[config.mk]
export PLATFORM = sky130hd
export DESIGN_NAME = box_distance_bounds_top
export DESIGN_NICKNAME = d
export VERILOG_FILES = /design/src/hw/rtl/bdb_pkg.sv /design/src/hw/rtl/box_distance_bounds_top.sv /design/src/hw/rtl/bdb_front.sv /design/src/hw/rtl/bdb_queue.sv /design/src/hw/rtl/bdb_sqrt.sv
export SDC_FILE = /design/constraint.sdc
export NUM_CORES = 2
export LEC_CHECK = 0
export ABC_AREA = 0
export BUFFER_PORTS_ARGS = -buffer_cell sky130_fd_sc_hd__buf_2
export CORE_UTILIZATION = 59
export CTS_BUF_LIST = sky130_fd_sc_hd__clkbuf_8
export DETAILED_ROUTE_END_ITERATION = 10
export GPL_TIMING_DRIVEN = 0
export MAX_ROUTING_LAYER = met4
export PLACE_DENSITY = 0.79
export SYNTH_ARGS = -nofsm -noshare
export SYNTH_HDL_FRONTEND = slang
export SYNTH_SLANG_ARGS = --single-unit
[constraint.sdc]
create_clock -name clk -period 10 [get_ports clk]
set_input_delay 1.5 -clock clk [delete_from_list [all_inputs] [get_ports clk]]
set_output_delay 1.5 -clock clk [all_outputs]
set_load 0.03 [all_outputs]
[src/hw/rtl/bdb_pkg.sv]
// box distance bounds: shared widths, result record, root step type and state codes
// no dependencies
package bdb_pkg;

    localparam int SUM_W       = 54;
    localparam int ROOT_W      = 27;
    localparam int REM_W       = ROOT_W + 3;
    localparam int CNT_W       = 5;
    localparam int QUEUE_DEPTH = 2;
    localparam int QPTR_W      = 1;

    localparam logic [SUM_W-1:0] SUM_MAX = {SUM_W{1'b1}};

    typedef struct packed {
        logic [SUM_W-1:0] min_sum;
        logic [SUM_W-1:0] max_sum;
    } sums_t;

    typedef struct packed {
        logic [REM_W-1:0]  rem;
        logic [ROOT_W-1:0] root;
    } root_step_t;

    typedef enum logic [1:0] {
        SQ_IDLE,
        SQ_RUN,
        SQ_DONE
    } sqrt_state_t;

endpackage

[src/hw/rtl/box_distance_bounds_top.sv]
// box distance bounds top: least and greatest squared distance between two boxes and roots
// depends on bdb_pkg, bdb_front, bdb_queue, bdb_sqrt
// takes one dimension per cycle unless in_stall is high; the front runs three stages
// (bounds, squares, running sums); the 27-step root unit handles one box pair at a time,
// two pairs wait in the queue before input stalls
// rst_n clears the sums, the queue and all valid flags at once; no clearing pass
module box_distance_bounds_top #(
    parameter int COORD_BITS = 24
) (
    input  logic                               clk,
    input  logic                               rst_n,
    input  logic                               in_valid,
    output logic                               in_stall,
    input  logic signed [COORD_BITS-1:0]       a_low,
    input  logic signed [COORD_BITS-1:0]       a_high,
    input  logic signed [COORD_BITS-1:0]       b_low,
    input  logic signed [COORD_BITS-1:0]       b_high,
    input  logic                               last,
    output logic                               out_valid,
    input  logic                               out_stall,
    output logic [bdb_pkg::SUM_W-1:0]          min_sq_dist,
    output logic [bdb_pkg::SUM_W-1:0]          max_sq_dist,
    output logic [bdb_pkg::ROOT_W-1:0]         min_dist,
    output logic [bdb_pkg::ROOT_W-1:0]         max_dist
);
    import bdb_pkg::*;

    logic  q_full;
    logic  q_push;
    logic  q_pop;
    logic  q_valid;
    sums_t q_push_data;
    sums_t q_pop_data;

    bdb_front #(
        .COORD_BITS (COORD_BITS)
    ) u_front (
        .clk         (clk),
        .rst_n       (rst_n),
        .in_valid    (in_valid),
        .in_stall    (in_stall),
        .a_low       (a_low),
        .a_high      (a_high),
        .b_low       (b_low),
        .b_high      (b_high),
        .last        (last),
        .q_full      (q_full),
        .q_push      (q_push),
        .q_push_data (q_push_data)
    );

    bdb_queue u_queue (
        .clk       (clk),
        .rst_n     (rst_n),
        .push      (q_push),
        .push_data (q_push_data),
        .full      (q_full),
        .pop       (q_pop),
        .not_empty (q_valid),
        .pop_data  (q_pop_data)
    );

    bdb_sqrt u_sqrt (
        .clk         (clk),
        .rst_n       (rst_n),
        .q_valid     (q_valid),
        .q_data      (q_pop_data),
        .q_pop       (q_pop),
        .out_valid   (out_valid),
        .out_stall   (out_stall),
        .min_sq_dist (min_sq_dist),
        .max_sq_dist (max_sq_dist),
        .min_dist    (min_dist),
        .max_dist    (max_dist)
    );

endmodule

[src/hw/rtl/bdb_front.sv]
// box distance bounds front: per-dimension gap and span, saturated squares, running sums
// depends on bdb_pkg; pushes finished sum pairs into bdb_queue
module bdb_front #(
    parameter int COORD_BITS = 24
) (
    input  logic                         clk,
    input  logic                         rst_n,
    input  logic                         in_valid,
    output logic                         in_stall,
    input  logic signed [COORD_BITS-1:0] a_low,
    input  logic signed [COORD_BITS-1:0] a_high,
    input  logic signed [COORD_BITS-1:0] b_low,
    input  logic signed [COORD_BITS-1:0] b_high,
    input  logic                         last,
    input  logic                         q_full,
    output logic                         q_push,
    output bdb_pkg::sums_t               q_push_data
);
    import bdb_pkg::*;

    localparam int EXT_W = (COORD_BITS > ROOT_W) ? COORD_BITS : ROOT_W + 1;

    logic signed [COORD_BITS:0] al;
    logic signed [COORD_BITS:0] ah;
    logic signed [COORD_BITS:0] bl;
    logic signed [COORD_BITS:0] bh;
    logic signed [COORD_BITS:0] gap_w;
    logic signed [COORD_BITS:0] s1_w;
    logic signed [COORD_BITS:0] s2_w;
    logic signed [COORD_BITS:0] span_w;

    logic                  adv;
    logic                  a_valid_reg;
    logic                  a_last_reg;
    logic [COORD_BITS-1:0] gap_reg;
    logic [COORD_BITS-1:0] span_reg;

    logic [EXT_W-1:0]  gap_ext;
    logic [EXT_W-1:0]  span_ext;
    logic [ROOT_W-1:0] gap_op;
    logic [ROOT_W-1:0] span_op;
    logic [SUM_W-1:0]  gap_prod;
    logic [SUM_W-1:0]  span_prod;
    logic [SUM_W-1:0]  min_sq_next;
    logic [SUM_W-1:0]  max_sq_next;

    logic             b_valid_reg;
    logic             b_last_reg;
    logic [SUM_W-1:0] min_sq_reg;
    logic [SUM_W-1:0] max_sq_reg;

    logic [SUM_W:0]   min_add;
    logic [SUM_W:0]   max_add;
    logic [SUM_W-1:0] min_sum_next;
    logic [SUM_W-1:0] max_sum_next;
    logic [SUM_W-1:0] min_sum_reg;
    logic [SUM_W-1:0] max_sum_reg;

    // stage a: interval gap and largest span
    assign al = {a_low[COORD_BITS-1], a_low};
    assign ah = {a_high[COORD_BITS-1], a_high};
    assign bl = {b_low[COORD_BITS-1], b_low};
    assign bh = {b_high[COORD_BITS-1], b_high};

    always_comb
    begin
        if (al > bh)
        begin
            gap_w = al - bh;
        end
        else if (bl > ah)
        begin
            gap_w = bl - ah;
        end
        else
        begin
            gap_w = '0;
        end
        s1_w   = (ah >= bl) ? (ah - bl) : (bl - ah);
        s2_w   = (bh >= al) ? (bh - al) : (al - bh);
        span_w = (s1_w > s2_w) ? s1_w : s2_w;
    end

    assign adv      = !(b_valid_reg && b_last_reg && q_full);
    assign in_stall = !adv;

    always_ff @(posedge clk or negedge rst_n)
    begin
        if (!rst_n)
        begin
            a_valid_reg <= 1'b0;
            b_valid_reg <= 1'b0;
        end
        else if (adv)
        begin
            a_valid_reg <= in_valid;
            b_valid_reg <= a_valid_reg;
        end
    end

    always_ff @(posedge clk)
    begin
        if (adv)
        begin
            a_last_reg <= last;
            gap_reg    <= gap_w[COORD_BITS-1:0];
            span_reg   <= span_w[COORD_BITS-1:0];
            b_last_reg <= a_last_reg;
            min_sq_reg <= min_sq_next;
            max_sq_reg <= max_sq_next;
        end
    end

    // stage b: saturated squares
    assign gap_ext   = EXT_W'(gap_reg);
    assign span_ext  = EXT_W'(span_reg);
    assign gap_op    = gap_ext[ROOT_W-1:0];
    assign span_op   = span_ext[ROOT_W-1:0];
    assign gap_prod  = gap_op * gap_op;
    assign span_prod = span_op * span_op;

    assign min_sq_next = (|gap_ext[EXT_W-1:ROOT_W]) ? SUM_MAX : gap_prod;
    assign max_sq_next = (|span_ext[EXT_W-1:ROOT_W]) ? SUM_MAX : span_prod;

    // accumulate with saturation
    assign min_add      = {1'b0, min_sum_reg} + {1'b0, min_sq_reg};
    assign max_add      = {1'b0, max_sum_reg} + {1'b0, max_sq_reg};
    assign min_sum_next = min_add[SUM_W] ? SUM_MAX : min_add[SUM_W-1:0];
    assign max_sum_next = max_add[SUM_W] ? SUM_MAX : max_add[SUM_W-1:0];

    assign q_push              = adv && b_valid_reg && b_last_reg;
    assign q_push_data.min_sum = min_sum_next;
    assign q_push_data.max_sum = max_sum_next;

    always_ff @(posedge clk or negedge rst_n)
    begin
        if (!rst_n)
        begin
            min_sum_reg <= '0;
            max_sum_reg <= '0;
        end
        else if (adv && b_valid_reg)
        begin
            if (b_last_reg)
            begin
                min_sum_reg <= '0;
                max_sum_reg <= '0;
            end
            else
            begin
                min_sum_reg <= min_sum_next;
                max_sum_reg <= max_sum_next;
            end
        end
    end

    a_stall_cause: assert property (@(posedge clk) disable iff (!rst_n)
        in_stall |-> (b_valid_reg && b_last_reg && q_full))
        else $error("front stalled without a blocked last item");

    a_sums_cleared: assert property (@(posedge clk) disable iff (!rst_n)
        q_push |=> (min_sum_reg == '0 && max_sum_reg == '0))
        else $error("sums not cleared after push");

    a_hold_on_stall: assert property (@(posedge clk) disable iff (!rst_n)
        in_stall |=> (b_valid_reg && $stable(min_sum_reg) && $stable(max_sum_reg)))
        else $error("sums moved while stalled");

endmodule

[src/hw/rtl/bdb_queue.sv]
// box distance bounds: short queue of finished sum pairs between front and root unit
// depends on bdb_pkg
module bdb_queue (
    input  logic           clk,
    input  logic           rst_n,
    input  logic           push,
    input  bdb_pkg::sums_t push_data,
    output logic           full,
    input  logic           pop,
    output logic           not_empty,
    output bdb_pkg::sums_t pop_data
);
    import bdb_pkg::*;

    sums_t             mem [QUEUE_DEPTH];
    logic [QPTR_W-1:0] wr_ptr_reg;
    logic [QPTR_W-1:0] rd_ptr_reg;
    logic [QPTR_W:0]   count_reg;

    assign full      = (count_reg == (QPTR_W + 1)'(QUEUE_DEPTH));
    assign not_empty = (count_reg != '0);
    assign pop_data  = mem[rd_ptr_reg];

    always_ff @(posedge clk)
    begin
        if (push)
        begin
            mem[wr_ptr_reg] <= push_data;
        end
    end

    always_ff @(posedge clk or negedge rst_n)
    begin
        if (!rst_n)
        begin
            wr_ptr_reg <= '0;
            rd_ptr_reg <= '0;
            count_reg  <= '0;
        end
        else
        begin
            if (push)
            begin
                wr_ptr_reg <= wr_ptr_reg + 1'b1;
            end
            if (pop)
            begin
                rd_ptr_reg <= rd_ptr_reg + 1'b1;
            end
            if (push && !pop)
            begin
                count_reg <= count_reg + 1'b1;
            end
            else if (pop && !push)
            begin
                count_reg <= count_reg - 1'b1;
            end
        end
    end

    a_no_overflow: assert property (@(posedge clk) disable iff (!rst_n)
        push |-> !full)
        else $error("push into full queue");

    a_no_underflow: assert property (@(posedge clk) disable iff (!rst_n)
        pop |-> not_empty)
        else $error("pop from empty queue");

    a_count_range: assert property (@(posedge clk) disable iff (!rst_n)
        count_reg <= (QPTR_W + 1)'(QUEUE_DEPTH))
        else $error("queue count out of range");

endmodule

[src/hw/rtl/bdb_sqrt.sv]
// box distance bounds back end: two-lane digit-by-digit floor square root and output register
// depends on bdb_pkg; takes sum pairs from bdb_queue
module bdb_sqrt (
    input  logic                        clk,
    input  logic                        rst_n,
    input  logic                        q_valid,
    input  bdb_pkg::sums_t              q_data,
    output logic                        q_pop,
    output logic                        out_valid,
    input  logic                        out_stall,
    output logic [bdb_pkg::SUM_W-1:0]   min_sq_dist,
    output logic [bdb_pkg::SUM_W-1:0]   max_sq_dist,
    output logic [bdb_pkg::ROOT_W-1:0]  min_dist,
    output logic [bdb_pkg::ROOT_W-1:0]  max_dist
);
    import bdb_pkg::*;

    sqrt_state_t state_reg;
    sqrt_state_t state_next;

    logic       load;
    logic       step;
    logic       emit;
    logic       out_valid_reg;
    logic [CNT_W-1:0] cnt_reg;

    sums_t             sums_reg;
    logic [SUM_W-1:0]  min_v_reg;
    logic [SUM_W-1:0]  max_v_reg;
    logic [REM_W-1:0]  min_rem_reg;
    logic [REM_W-1:0]  max_rem_reg;
    logic [ROOT_W-1:0] min_root_reg;
    logic [ROOT_W-1:0] max_root_reg;
    root_step_t        min_step;
    root_step_t        max_step;

    logic [SUM_W-1:0]  min_sq_dist_reg;
    logic [SUM_W-1:0]  max_sq_dist_reg;
    logic [ROOT_W-1:0] min_dist_reg;
    logic [ROOT_W-1:0] max_dist_reg;

    function automatic root_step_t sqrt_step(
        input logic [REM_W-1:0]  rem,
        input logic [ROOT_W-1:0] root,
        input logic [1:0]        pair
    );
        logic [REM_W-1:0] cur;
        logic [REM_W-1:0] trial;
        root_step_t       r;
        cur   = {rem[REM_W-3:0], pair};
        trial = REM_W'({root, 2'b01});
        if (cur >= trial)
        begin
            r.rem  = cur - trial;
            r.root = {root[ROOT_W-2:0], 1'b1};
        end
        else
        begin
            r.rem  = cur;
            r.root = {root[ROOT_W-2:0], 1'b0};
        end
        return r;
    endfunction

    always_ff @(posedge clk or negedge rst_n)
    begin
        if (!rst_n)
        begin
            state_reg <= SQ_IDLE;
        end
        else
        begin
            state_reg <= state_next;
        end
    end

    always_comb
    begin
        state_next = state_reg;
        load       = 1'b0;
        step       = 1'b0;
        emit       = 1'b0;
        unique case (state_reg)
            SQ_IDLE:
            begin
                if (q_valid)
                begin
                    load       = 1'b1;
                    state_next = SQ_RUN;
                end
            end
            SQ_RUN:
            begin
                step = 1'b1;
                if (cnt_reg == CNT_W'(ROOT_W - 1))
                begin
                    state_next = SQ_DONE;
                end
            end
            SQ_DONE:
            begin
                if (!out_valid_reg || !out_stall)
                begin
                    emit       = 1'b1;
                    state_next = SQ_IDLE;
                end
            end
            default:
            begin
                state_next = SQ_IDLE;
            end
        endcase
    end

    assign q_pop    = load;
    assign min_step = sqrt_step(min_rem_reg, min_root_reg, min_v_reg[SUM_W-1:SUM_W-2]);
    assign max_step = sqrt_step(max_rem_reg, max_root_reg, max_v_reg[SUM_W-1:SUM_W-2]);

    always_ff @(posedge clk or negedge rst_n)
    begin
        if (!rst_n)
        begin
            cnt_reg <= '0;
        end
        else if (load)
        begin
            cnt_reg <= '0;
        end
        else if (step)
        begin
            cnt_reg <= cnt_reg + 1'b1;
        end
    end

    always_ff @(posedge clk)
    begin
        if (load)
        begin
            sums_reg     <= q_data;
            min_v_reg    <= q_data.min_sum;
            max_v_reg    <= q_data.max_sum;
            min_rem_reg  <= '0;
            max_rem_reg  <= '0;
            min_root_reg <= '0;
            max_root_reg <= '0;
        end
        else if (step)
        begin
            min_v_reg    <= {min_v_reg[SUM_W-3:0], 2'b00};
            max_v_reg    <= {max_v_reg[SUM_W-3:0], 2'b00};
            min_rem_reg  <= min_step.rem;
            max_rem_reg  <= max_step.rem;
            min_root_reg <= min_step.root;
            max_root_reg <= max_step.root;
        end
    end

    // output register
    always_ff @(posedge clk or negedge rst_n)
    begin
        if (!rst_n)
        begin
            out_valid_reg <= 1'b0;
        end
        else if (emit)
        begin
            out_valid_reg <= 1'b1;
        end
        else if (!out_stall)
        begin
            out_valid_reg <= 1'b0;
        end
    end

    always_ff @(posedge clk)
    begin
        if (emit)
        begin
            min_sq_dist_reg <= sums_reg.min_sum;
            max_sq_dist_reg <= sums_reg.max_sum;
            min_dist_reg    <= min_root_reg;
            max_dist_reg    <= max_root_reg;
        end
    end

    assign out_valid   = out_valid_reg;
    assign min_sq_dist = min_sq_dist_reg;
    assign max_sq_dist = max_sq_dist_reg;
    assign min_dist    = min_dist_reg;
    assign max_dist    = max_dist_reg;

    a_cnt_range: assert property (@(posedge clk) disable iff (!rst_n)
        (state_reg == SQ_RUN) |-> (cnt_reg <= CNT_W'(ROOT_W - 1)))
        else $error("root step count out of range");

    a_emit_from_done: assert property (@(posedge clk) disable iff (!rst_n)
        emit |=> (out_valid_reg && state_reg == SQ_IDLE))
        else $error("result not presented after root finished");

    a_full_run: assert property (@(posedge clk) disable iff (!rst_n)
        (state_reg == SQ_DONE) |-> (cnt_reg == CNT_W'(ROOT_W)))
        else $error("root finished early");

endmodule

## Word-level counts from Yosys, hierarchy flattened

Memory sizes are Yosys's and may differ from the RTL's.
Index checks and enable logic that the tools add are counted.

- $add $sub $neg: 13
- Multiply operators: 2
- $lt $le $gt $ge: 7
- Equality and inequality tests: 8
- Multiplexer cells: 32
- Reduce and logical (&&, ||, !) cells: 17

Operator list:

| kind | count |
|---|---|
| two-way mux 54 bit | 8 |
| adder 54 x 54 -> 55 bit | 2 |
| two-way mux 55 bit | 2 |
| subtractor 24 x 24 -> 25 bit | 4 |
| multiplier 24 x 24 -> 48 bit | 2 |
| two-way mux 24 bit | 3 |
| greater-or-equal comparator 30 x 29 -> 1 bit | 2 |
| subtractor 28 bit | 2 |
| two-way mux 25 bit | 2 |
| greater-or-equal comparator 24 bit | 2 |
| > comparator 24 bit | 2 |
| > comparator 25 bit | 1 |
| two-way mux 2 bit | 5 |
| two-way mux 5 bit | 2 |
| two-way mux 1 bit | 9 |
| logical AND 1 bit | 6 |
| inequality test 2 x 1 -> 1 bit (second input constant) | 3 |
| one-hot mux 2 bit (3 select lines) | 1 |
| nonzero test 2 bit | 3 |
| adder 5 x 1 -> 5 bit (second input constant) | 1 |
| equality test 5 bit (second input constant) | 1 |
| zero test 1 bit | 5 |
| equality test 2 bit (second input constant) | 2 |
| AND reduction 3 bit | 1 |
| other kinds (7) | 8 |

- Register bits: 768
- RAM bits: 216
- Input port bits: 101
- Output and inout bits: 164
- Memories kept: 1

Memories:

| memory | depth | bits a word | read ports | clocked after memory_dff | write ports | RTL line | text |
|---|---|---|---|---|---|---|---|
| u_queue.mem | 2 | 108 | 1 | 0 | 1 | bdb_queue.sv:15 | `sums_t mem [QUEUE_DEPTH];` |

## Depth between registers and ports, before layout

- Depth in word-level cells: 9
- Mapped depth: 28
- Mapped depth without buffers: 27

## Cells and area by module

From an unflattened synthesis, not the netlist that was laid out.

- Cells, all modules: 8,013
- Area total of the unflattened synthesis: 82,356.5 sq um

By module, submodules not included:

| module | instances | cells an instance | area each (sq um) |
|---|---|---|---|
| bdb_front | 1 | 6,033 | 54,260.8 |
| bdb_sqrt | 1 | 1,628 | 20,088.0 |
| bdb_queue | 1 | 352 | 8,007.7 |

## Worst setup path before layout

Ideal clock, no wire load.

- Path kind: input-to-reg
- Start: in out_stall
- End: reg u_sqrt.max_dist_reg[0], in the netlist u_sqrt.max_dist[0] (enable)
- Arrival time: 9.304 ns
- Data required time: 9.262 ns
- Setup slack: -0.042 ns
- Cell stages on the path: 1
- Buffers on the path: 0
- Path through: a21oi_1

- Longest elaborated chain between the ends: 4

Ends and longest elaborated chain:

| element | RTL line | text |
|---|---|---|
| from (decl) | box_distance_bounds_top.sv:20 | `input logic out_stall,` |
| zero test 1 bit | bdb_sqrt.sv:102 | `if (!out_valid_reg \|\| !out_stall)` |
| logical OR 1 bit | bdb_sqrt.sv:102 |  |
| two-way mux 1 bit | bdb_sqrt.sv:102 |  |
| two-way mux 1 bit | bdb_sqrt.sv:83 | `unique case (state_reg)` |
| to (signal assigned) | bdb_sqrt.sv:182 | `max_dist_reg <= max_root_reg;` |
| to (decl) | bdb_sqrt.sv:40 | `logic [ROOT_W-1:0] max_dist_reg;` |

No other way between the ends.
A chain may end at the register's enable or synchronous reset.

## Final worst setup path

- Start: reg u_front.gap_reg[2]
- End: reg u_front.min_sq_reg[46] (data pin)

- Longest elaborated chain between the ends: 1

Ends and longest elaborated chain:

| element | RTL line | text |
|---|---|---|
| from (decl) | bdb_front.sv:35 | `logic [COORD_BITS-1:0] gap_reg;` |
| from (signal assigned) | bdb_front.sv:106 | `gap_reg <= gap_w[COORD_BITS-1:0];` |
| multiplier 24 x 24 -> 48 bit | bdb_front.sv:119 | `assign gap_prod = gap_op * gap_op;` |
| named net u_front.gap_prod[46] | bdb_front.sv:42 | `logic [SUM_W-1:0] gap_prod;` |
| to (signal assigned) | bdb_front.sv:109 | `min_sq_reg <= min_sq_next;` |
| to (decl) | bdb_front.sv:49 | `logic [SUM_W-1:0] min_sq_reg;` |

The timed path passes the listed nets, and every way through them passes these cells.

==> summary.txt <==
Synth
  – Avg Cell Area, Syn: 10.2 µm²
  – Gate Count Post-Synth: 8014
  – Ys flop type: edfxtp_1
  – Synth Register Bits: 970
  – FFs w/ async S/R, synth: 0.126
  – Mapped Area: 81500 µm²
  – EDFF count, synth: 738
  – Mapped Nets: around 9.6k
  – Synth unique cells: 96
  – Sequential element share of the synthesized area: 0.337
  – Synth warn: 0

Die
  – Die area: around 140000 µm²
  – Starting Density: 0.598
  – FP Rows: 135
  – Die Wd: 374 µm
  – Die Y: 374 µm
  – I/O pins: about 270
  – Core Footprint: 136000 µm²

Global routing
  – Met1 Use GR: 0.396
  – Gr busiest metal: met2
  – Met3 Usage GRT: 0.0482
  – GRT Total Usage: 0.309
  – First-pass GRT wire length: approximately 330000 µm
  – Number of global-route vias before repair: roughly 61k
  – Initial antenna violation count: 4
  – Largest net degree at the start of global routing: 95
  – Grt total ovfl: 0
  – Met2 Track Usage GR: 0.493

Clock tree
  – CTS max path bufs: 3
  – Sinks on Clock Net: 970
  – Clk pin slew, worst setup/hold paths: about 0.07 ns
  – H-Tree Depth: 4
  – Post-CTS sizing: 0
  – CTS tree: built
  – Root Driver: clkbuf_8
  – # hold bufs at CTS: 0
  – CTS Buf Count: 150
  – Post-CTS setup buffer count: 0
  – Latest clock arrival within the worst-skew pair: between 0.8 and 0.9 ns

Critical path
  – Critical path data required time: roughly 11 ns
  – CP Launch Type: flop
  – Crit path max-delay family: adder cells
  – Reg2reg setup slack: 0.78 ns
  – Critical path arrival: 9.80 ns
  – Worst setup EP type: flop
  – Kind of critical path: flop to flop
  – Slowest cell delay on critical path: 0.65 ns
  – WP buf/inv: 7
  – CP max FO: 10
  – RR Startpoint: u_front.gap_reg[2]
  – R2R cell count: 26
  – Cell mode on critical path: fa_1
  – CP max-delay cell: edfxtp_1
  – Reg2reg end: u_front.min_sq_reg[46]

Min path
  – Hold-critical path depth: 0
  – Worst Hold End: u_sqrt.max_sq_dist[44]
  – Worst Min Path Start: u_sqrt.sums_reg[44]
  – Worst hold path type: flop to flop

Run status
  – Status: completed

Drt
  – DR DRC count: 0
  – DR pass1 iterations: 6
  – Vias: 59.2k
  – Vias/cell: about 5.7
  – Final WL: 207000 µm
  – Detail Route Antenna Nets: 0
  – DR iter-0 viols: 4533
  – Avg WL per Cell: 20.0 µm

Final layout
  – Finished Layout Cells: 10.4k
  – Final nets: approximately 10k
  – Final instance area: 88600 µm²
  – Layout cell share with drive strength beyond 1: 0.0846
  – Most common cell after layout, fill and taps aside: inv_1
  – Max reg flops: 216
  – Most frequent cells in the layout: 1489 x inv_1, 956 x nand2_1, 847 x fa_1
  – Synthesis-to-finish area growth: 8.75%

Place
  – Cells after DPL: about 10k
  – Placed cell areas: 85500 µm²
  – IO buf count: 264
  – DPL Wire Length: roughly 170000 µm
  – RePlAce Congestion: 1.03

STA
  – Final setup fails: 0
  – Final clock skew: around 0.043 ns
  – Crit share post-route: 0.922
  – Slew of the pin with the lowest slew margin: 0.998 ns
  – RSZ-0062 raised after global routing: false
  – Slew Viols, Final: 0
  – Max-slew headroom: 0.329
  – Min Tclk post-route: 9.22 ns
  – Peak Freq: approximately 110 MHz
  – Fin. Hold Viols: 0
  – Worst hold slack: around 0.39 ns

Run
  – Max-Cap Viols: 0
## worst max-delay path by stage
stage / from / endpoint / slack, ns / depth (start not counted)
final: u_front.gap_reg[2] / u_front.min_sq_reg[46] / 0.78 / 26
after global routing: u_front.span_reg[17] / u_front.max_sq_reg[42] / 0.44 / 26
after CTS: u_front.gap_reg[2] / u_front.min_sq_reg[46] / 0.92 / 26
after detailed placement: u_front.gap_reg[2] / u_front.min_sq_reg[46] / 1.0 / 26
after global placement: u_front.b_last_reg / u_queue.mem[0][19] / -4.30 / 4
after floorplan: u_front.b_last_reg / u_queue.mem[0][0] / 0.05 / 4
## per-layer routing
metal  wire length [µm]  part of all wire  vias to the layer above
li1                   -                 -                    27300
met1              85400              0.41                    28900
met2              97400              0.47                     2485
met3              15600             0.075                      496
met4               8990             0.043                        0
met5                  0                 0                        -
## per-stage QoR
| stage | util | setup TNS (ns) | setup slack, ns |
|---|---|---|---|
| final | 0.651 | 0 | 0.783 |
| after global placement | 0.624 | -706.63 | -4.30 |
| after CTS | 0.651 | 0 | 0.919 |
| after global routing | 0.651 | 0 | 0.438 |
| after floorplan | - | 0 | 0.0512 |
| after detailed placement | 0.628 | 0 | 0.997 |
## synthesized netlist by cell type (110+ instances only)
library cell,count,area (µm²)
dfrtp_1,122,3050
xnor2_1,223,1950
a21oi_1,365,1830
inv_1,1443,5420
nor2_1,248,931
dfxtp_1,110,2200
ha_1,635,7950
nand2_1,956,3590
a21o_1,155,1160
nand3_1,143,716
edfxtp_1,738,22200
o21ai_0,306,1530
mux2_2,114,1280
xor2_1,113,990
clkbuf_1,258,968
fa_1,847,17000
and2_1,251,1570
## cell type report
type                       count  area, µm²
antenna                        7       17.5
buffer                       315       1250
clock buffer                 162       2230
clock inverter               119        817
fill                       10600      47600
inverter                    1445       5430
multi-input combinational   5284      47400
sequential                   970      27400
tap                         1781       2230
timing repair buffer         287       1810
## logic make-up (layout without fill, tap and decap cells)
kind of cell,Yosys count,after routing,share of synthesized area
DFF,970,970,0.337
adders and majority gates,1482,1482,0.306
xor gates and xnor gates,336,336,0.0361
AOI/OAI and AO/OA,1319,1319,0.104
buffers and inverters,1760,2328,0.0819
other,0,7,0
and+or+nand+nor,1969,1969,0.112
muxes,178,178,0.0236
Power is not shown: default switching activity piles up to over one toggle a cycle in this logic, so the estimate is an artifact.
